## src/tts_level_unit.sv

```systemverilog
`timescale 1ns / 1ps
// Level fraction unit: eight pipelined squaring rounds of the scale mantissa.
// Has no dependencies.
module tts_level_unit (
	input logic clk,
	input logic [15:0] mant_in,
	output logic [7:0] frac
);

	logic [15:0] mant_s [9];
	logic [7:0] frac_s [9];

	always_ff @(posedge clk) begin
		mant_s[0] <= mant_in;
		frac_s[0] <= '0;
	end

	for (genvar r = 1; r < 9; r++) begin : g_round
		logic [31:0] sq;
		logic [16:0] ms;
		always_comb begin
			sq = {16'b0, mant_s[r-1]} * {16'b0, mant_s[r-1]};
			ms = sq[31:15];
		end
		always_ff @(posedge clk) begin
			// mantissa at or above two: emit a one and renormalize
			if (ms[16]) begin
				mant_s[r] <= ms[16:1];
				frac_s[r] <= {frac_s[r-1][6:0], 1'b1};
			end else begin
				mant_s[r] <= ms[15:0];
				frac_s[r] <= {frac_s[r-1][6:0], 1'b0};
			end
		end
	end

	assign frac = frac_s[8];

endmodule

```

## config.mk

```make
export PLATFORM = sky130hd
export DESIGN_NAME = tts_level_unit
export DESIGN_NICKNAME = d
export VERILOG_FILES = /design/src/tts_level_unit.sv
export SDC_FILE = /design/constraint.sdc
export NUM_CORES = 2
export LEC_CHECK = 0
export ABC_AREA = 1
export BUFFER_PORTS_ARGS = -buffer_cell sky130_fd_sc_hd__buf_2
export CORE_MARGIN = 2
export CORE_UTILIZATION = 60
export DETAILED_ROUTE_END_ITERATION = 8
export GPL_TIMING_DRIVEN = 0
export HOLD_SLACK_MARGIN = 0.1
export PLACE_DENSITY = 0.85
export SKIP_CTS_REPAIR_TIMING = 1
export SKIP_LAST_GASP = 1
export SLEW_MARGIN = 0
export SYNTH_ARGS = -nofsm -noshare
export SYNTH_HDL_FRONTEND = slang
export SYNTH_SLANG_ARGS = --single-unit
```

## constraint.sdc

```tcl
create_clock -name clk -period 8 [get_ports clk]
set_input_delay 0.4 -clock clk [delete_from_list [all_inputs] [get_ports clk]]
set_output_delay 0.4 -clock clk [all_outputs]
set_load 0.01 [all_outputs]
```

==> reports/qor.txt <==
Max-slew headroom at the worst pin = 42.0%
Worst Tran Pin Value = 0.870 ns
Post-synthesis sequential element count = 164
Combinational family with the most area after synthesis = adder cells
Total GRT Usage = 28.6%
Sort of element at the end of the critical path = flip-flop
Time the final worst path needs with I/O delays and setup = 6.72 ns
Area growth from synthesis to layout = 4.08%
Placed wire-length estimate = 136000 um
Number of enable-type register cells in the synthesized netlist = 0
Proportion of synthesized chip area in sequential cells = 4.88%
Floorplan core area = 111000 um^2
Ant. Diodes = 0
Setup CP Type = flip-flop to flip-flop
Adder-cell share of the synthesized area = 53.1%
Cell variety after synth = 38
Root Driver = sky130_fd_sc_hd__clkbuf_16
Setup violators final = 0
Vertical die dimension = 339 um
Wire length on met2 = 79400 um
Met3 routed WL = 9390 um
Tightest Hold Check Type = flip-flop to flip-flop
Met1 layer wirelength in the final routing = 61500 um
Initial detailed-routing violation count = 3580
Max Buffers Root-to-Sink = 2
Max-cap violations = 0
Routability congestion estimate = 0.958
I/O Buffers = 24
Area used by multi-input combinational logic = 51800 um^2
Final routed wirelength across all metal layers = 157000 um
Routed length per instance = 14.6 um
Highest routed metal layer = met4
Initial Utilization = 60.6%
Proportion of layout cells with a drive suffix above 1 = 2.17%
Setup repair after global routing missed its margin = false
Antenna violations before repair = 0
Max H-tree Level = 4
Xor/xnor cell area share of the yosys netlist = 1.35%
Syn avg cell area = 7.33 um^2
Detail-routed via count per cell = 5.11
Portion of the clock cycle consumed by the worst path in the final layout = 83.9%
Largest net degree at the start of global routing = 17
Worst setup skew after layout = 0.0169 ns
Final antenna-violating net count = 0
Nets@finish = 11327
Share of the synthesized area in compound gates (AO/OA/AOI/OAI) = 2.73%
Num CTS Buffers = 17
Number of cells on the worst hold path = 0
Fill cell count = 9486
Number of pins with negative max-slew slack in the final report = 0
Placement-stage worst setup slack = 1.37 ns
Source-to-sink clock delay at the later pin of the worst-skew pair = 0.54 ns
Sequential standard cell area = 3280 um^2
Boundary pin count = 25
Die extent in x = 339 um
Maximum achievable frequency = 0.149 GHz
First-pass GRT wire length = 270000 um
Top_reg_cell synth = sky130_fd_sc_hd__dfxtp_1
Mux contribution to synthesized area = 0%
Site Rows = 122
Clock edge transition at the registers on the reported setup and hold paths = 0.07 ns
Area fraction in and, or, nand and nor cells after synthesis = 19.9%
Result of the run = complete, no violations
# DRC = 0
Routed vias = 54853
Worst Path Max Fanout = 10
Number of iterations in the first detailed-routing pass = 6
Cell Area, Synth = 67200 um^2
Final setup margin = 1.28 ns
Number of cells on the worst reg-to-reg path = 26
Residual overflow from global routing = 0
Setup slack of the worst register-to-register path = 1.28 ns
CTS tree = done
Setup TNS after final layout = 0 ns
Total Die Area = 115000 um^2
Yosys warns = 0
Arrival time worst endpoint = 7.19 ns
Synth async-reset ratio = 0%
Via count of the first global-routing pass = 59210
Clock sink count = 164
Element type at the critical path start = flip-flop
Net count after synthesis = 11268
Post-synthesis cell count = 9170
WP data required = 8.47 ns
Number of endpoints with negative hold slack in the final report = 0
worst paths after layout:
| path | from | to |
|---|---|---|
| worst max register to register | mant_s[5][10] | mant_s[6][11] |
| worst min register to register | frac_s[7][1] | frac_s[8][2] |
| worst min-delay path | frac_s[7][1] | frac_s[8][2] |
| worst max-delay path | mant_s[5][10] | mant_s[6][11] |
layout make-up:
type,instances,area share [%]
timing repair buffer,40,0.401
tap,1488,2.66
inverter,2944,15.8
buffer,243,1.52
clock buffer,18,0.613
multi-input combinational,5819,74.1
sequential,164,4.69
clock inverter,14,0.245
layer usage:
metal  vias up  global-route usage (%)
li1      26175                       -
met1     26311                    34.6
met2      1851                    51.5
met3       516                    3.34
met4         0                    12.3
met5         -                       0
placed cells by master (no fill, tap or decap), types with 18 or more instances in the layout:
master                        n
sky130_fd_sc_hd__buf_2       30
sky130_fd_sc_hd__nor3_1      59
sky130_fd_sc_hd__nand2_1   2588
sky130_fd_sc_hd__xnor2_1     32
sky130_fd_sc_hd__ha_1       791
sky130_fd_sc_hd__fa_1      1290
sky130_fd_sc_hd__clkbuf_1   213
sky130_fd_sc_hd__nor2_1     283
sky130_fd_sc_hd__nand3_1    208
sky130_fd_sc_hd__inv_1     2937
sky130_fd_sc_hd__nand4_1     79
sky130_fd_sc_hd__dfxtp_1    164
sky130_fd_sc_hd__nand2_2     41
sky130_fd_sc_hd__o21ai_0     56
sky130_fd_sc_hd__o21bai_1    45
sky130_fd_sc_hd__xor2_1      64
sky130_fd_sc_hd__a21oi_1    175
sky130_fd_sc_hd__o21a_1      18
state kept, by name, summed over array words and instances, names as in the netlist:
signal	count
frac_s	36
mant_s	128
through the flow:
stage,area (um^2),utilization (%),cells,hold slack [ns]
after floorplan,67200,-,9170,0.310
after global placement,69200,62.4,10682,0.310
after detailed placement,69200,62.4,10682,0.312
after CTS,69800,62.9,10714,-0.0727
after global routing,70000,63.0,10730,0.332
final,70000,63.0,10730,0.329
synth_stat cells (3+ instances only):
library cell / instances / area share, %
sky130_fd_sc_hd__a21oi_1: 175 / 1.3
sky130_fd_sc_hd__a21oi_2: 13 / 0.17
sky130_fd_sc_hd__a31o_2: 7 / 0.091
sky130_fd_sc_hd__and2_1: 15 / 0.14
sky130_fd_sc_hd__buf_2: 6 / 0.045
sky130_fd_sc_hd__buf_4: 10 / 0.11
sky130_fd_sc_hd__buf_6: 14 / 0.23
sky130_fd_sc_hd__clkbuf_1: 212 / 1.2
sky130_fd_sc_hd__dfxtp_1: 164 / 4.9
sky130_fd_sc_hd__fa_1: 1290 / 38
sky130_fd_sc_hd__ha_1: 791 / 15
sky130_fd_sc_hd__inv_1: 2937 / 16
sky130_fd_sc_hd__inv_2: 7 / 0.039
sky130_fd_sc_hd__nand2_1: 2588 / 14
sky130_fd_sc_hd__nand2_2: 41 / 0.38
sky130_fd_sc_hd__nand2_4: 13 / 0.22
sky130_fd_sc_hd__nand3_1: 208 / 1.5
sky130_fd_sc_hd__nand4_1: 79 / 0.74
sky130_fd_sc_hd__nand4_2: 3 / 0.056
sky130_fd_sc_hd__nor2_1: 283 / 1.6
sky130_fd_sc_hd__nor2_2: 3 / 0.028
sky130_fd_sc_hd__nor3_1: 59 / 0.44
sky130_fd_sc_hd__nor3_2: 7 / 0.10
sky130_fd_sc_hd__o21a_1: 18 / 0.20
sky130_fd_sc_hd__o21ai_0: 56 / 0.42
sky130_fd_sc_hd__o21bai_1: 45 / 0.50
sky130_fd_sc_hd__or2_2: 16 / 0.15
sky130_fd_sc_hd__xnor2_1: 32 / 0.42
sky130_fd_sc_hd__xor2_1: 64 / 0.83
sky130_fd_sc_hd__xor2_2: 4 / 0.097
worst max-delay path, stage by stage, from the launching register on:
cell and delay [ns]:
sky130_fd_sc_hd__dfxtp_1 0.31, sky130_fd_sc_hd__clkbuf_1 0.52, sky130_fd_sc_hd__clkbuf_1 0.72, sky130_fd_sc_hd__nand2_1 0.19, sky130_fd_sc_hd__fa_1 0.60, sky130_fd_sc_hd__fa_1 0.57, sky130_fd_sc_hd__inv_1 0.06, sky130_fd_sc_hd__fa_1 0.50
sky130_fd_sc_hd__fa_1 0.51, sky130_fd_sc_hd__fa_1 0.49, sky130_fd_sc_hd__inv_1 0.05, sky130_fd_sc_hd__fa_1 0.47, sky130_fd_sc_hd__inv_1 0.04, sky130_fd_sc_hd__ha_1 0.33, sky130_fd_sc_hd__nand2_1 0.16, sky130_fd_sc_hd__nor2_1 0.23
sky130_fd_sc_hd__nand2_1 0.08, sky130_fd_sc_hd__nand2_1 0.09, sky130_fd_sc_hd__inv_1 0.05, sky130_fd_sc_hd__nand2_2 0.09, sky130_fd_sc_hd__nand2_2 0.07, sky130_fd_sc_hd__nand2_2 0.08, sky130_fd_sc_hd__nand2_2 0.07, sky130_fd_sc_hd__nand2_4 0.11
sky130_fd_sc_hd__buf_6 0.15, sky130_fd_sc_hd__nand2_1 0.07, sky130_fd_sc_hd__nand2_1 0.06
logic make-up (layout without fill, tap and decap cells):
kind of cell | Yosys count | after routing
AO/OA/AOI/OAI | 319 | 319
buffers and inverters | 3187 | 3259
XOR/XNOR | 100 | 100
flip-flops | 164 | 164
AND/OR/NAND/NOR | 3319 | 3319
adder cells (fa/ha/maj) | 2081 | 2081
Power is not shown: default switching activity piles up to over one toggle a cycle in this logic, so the estimate is an artifact.
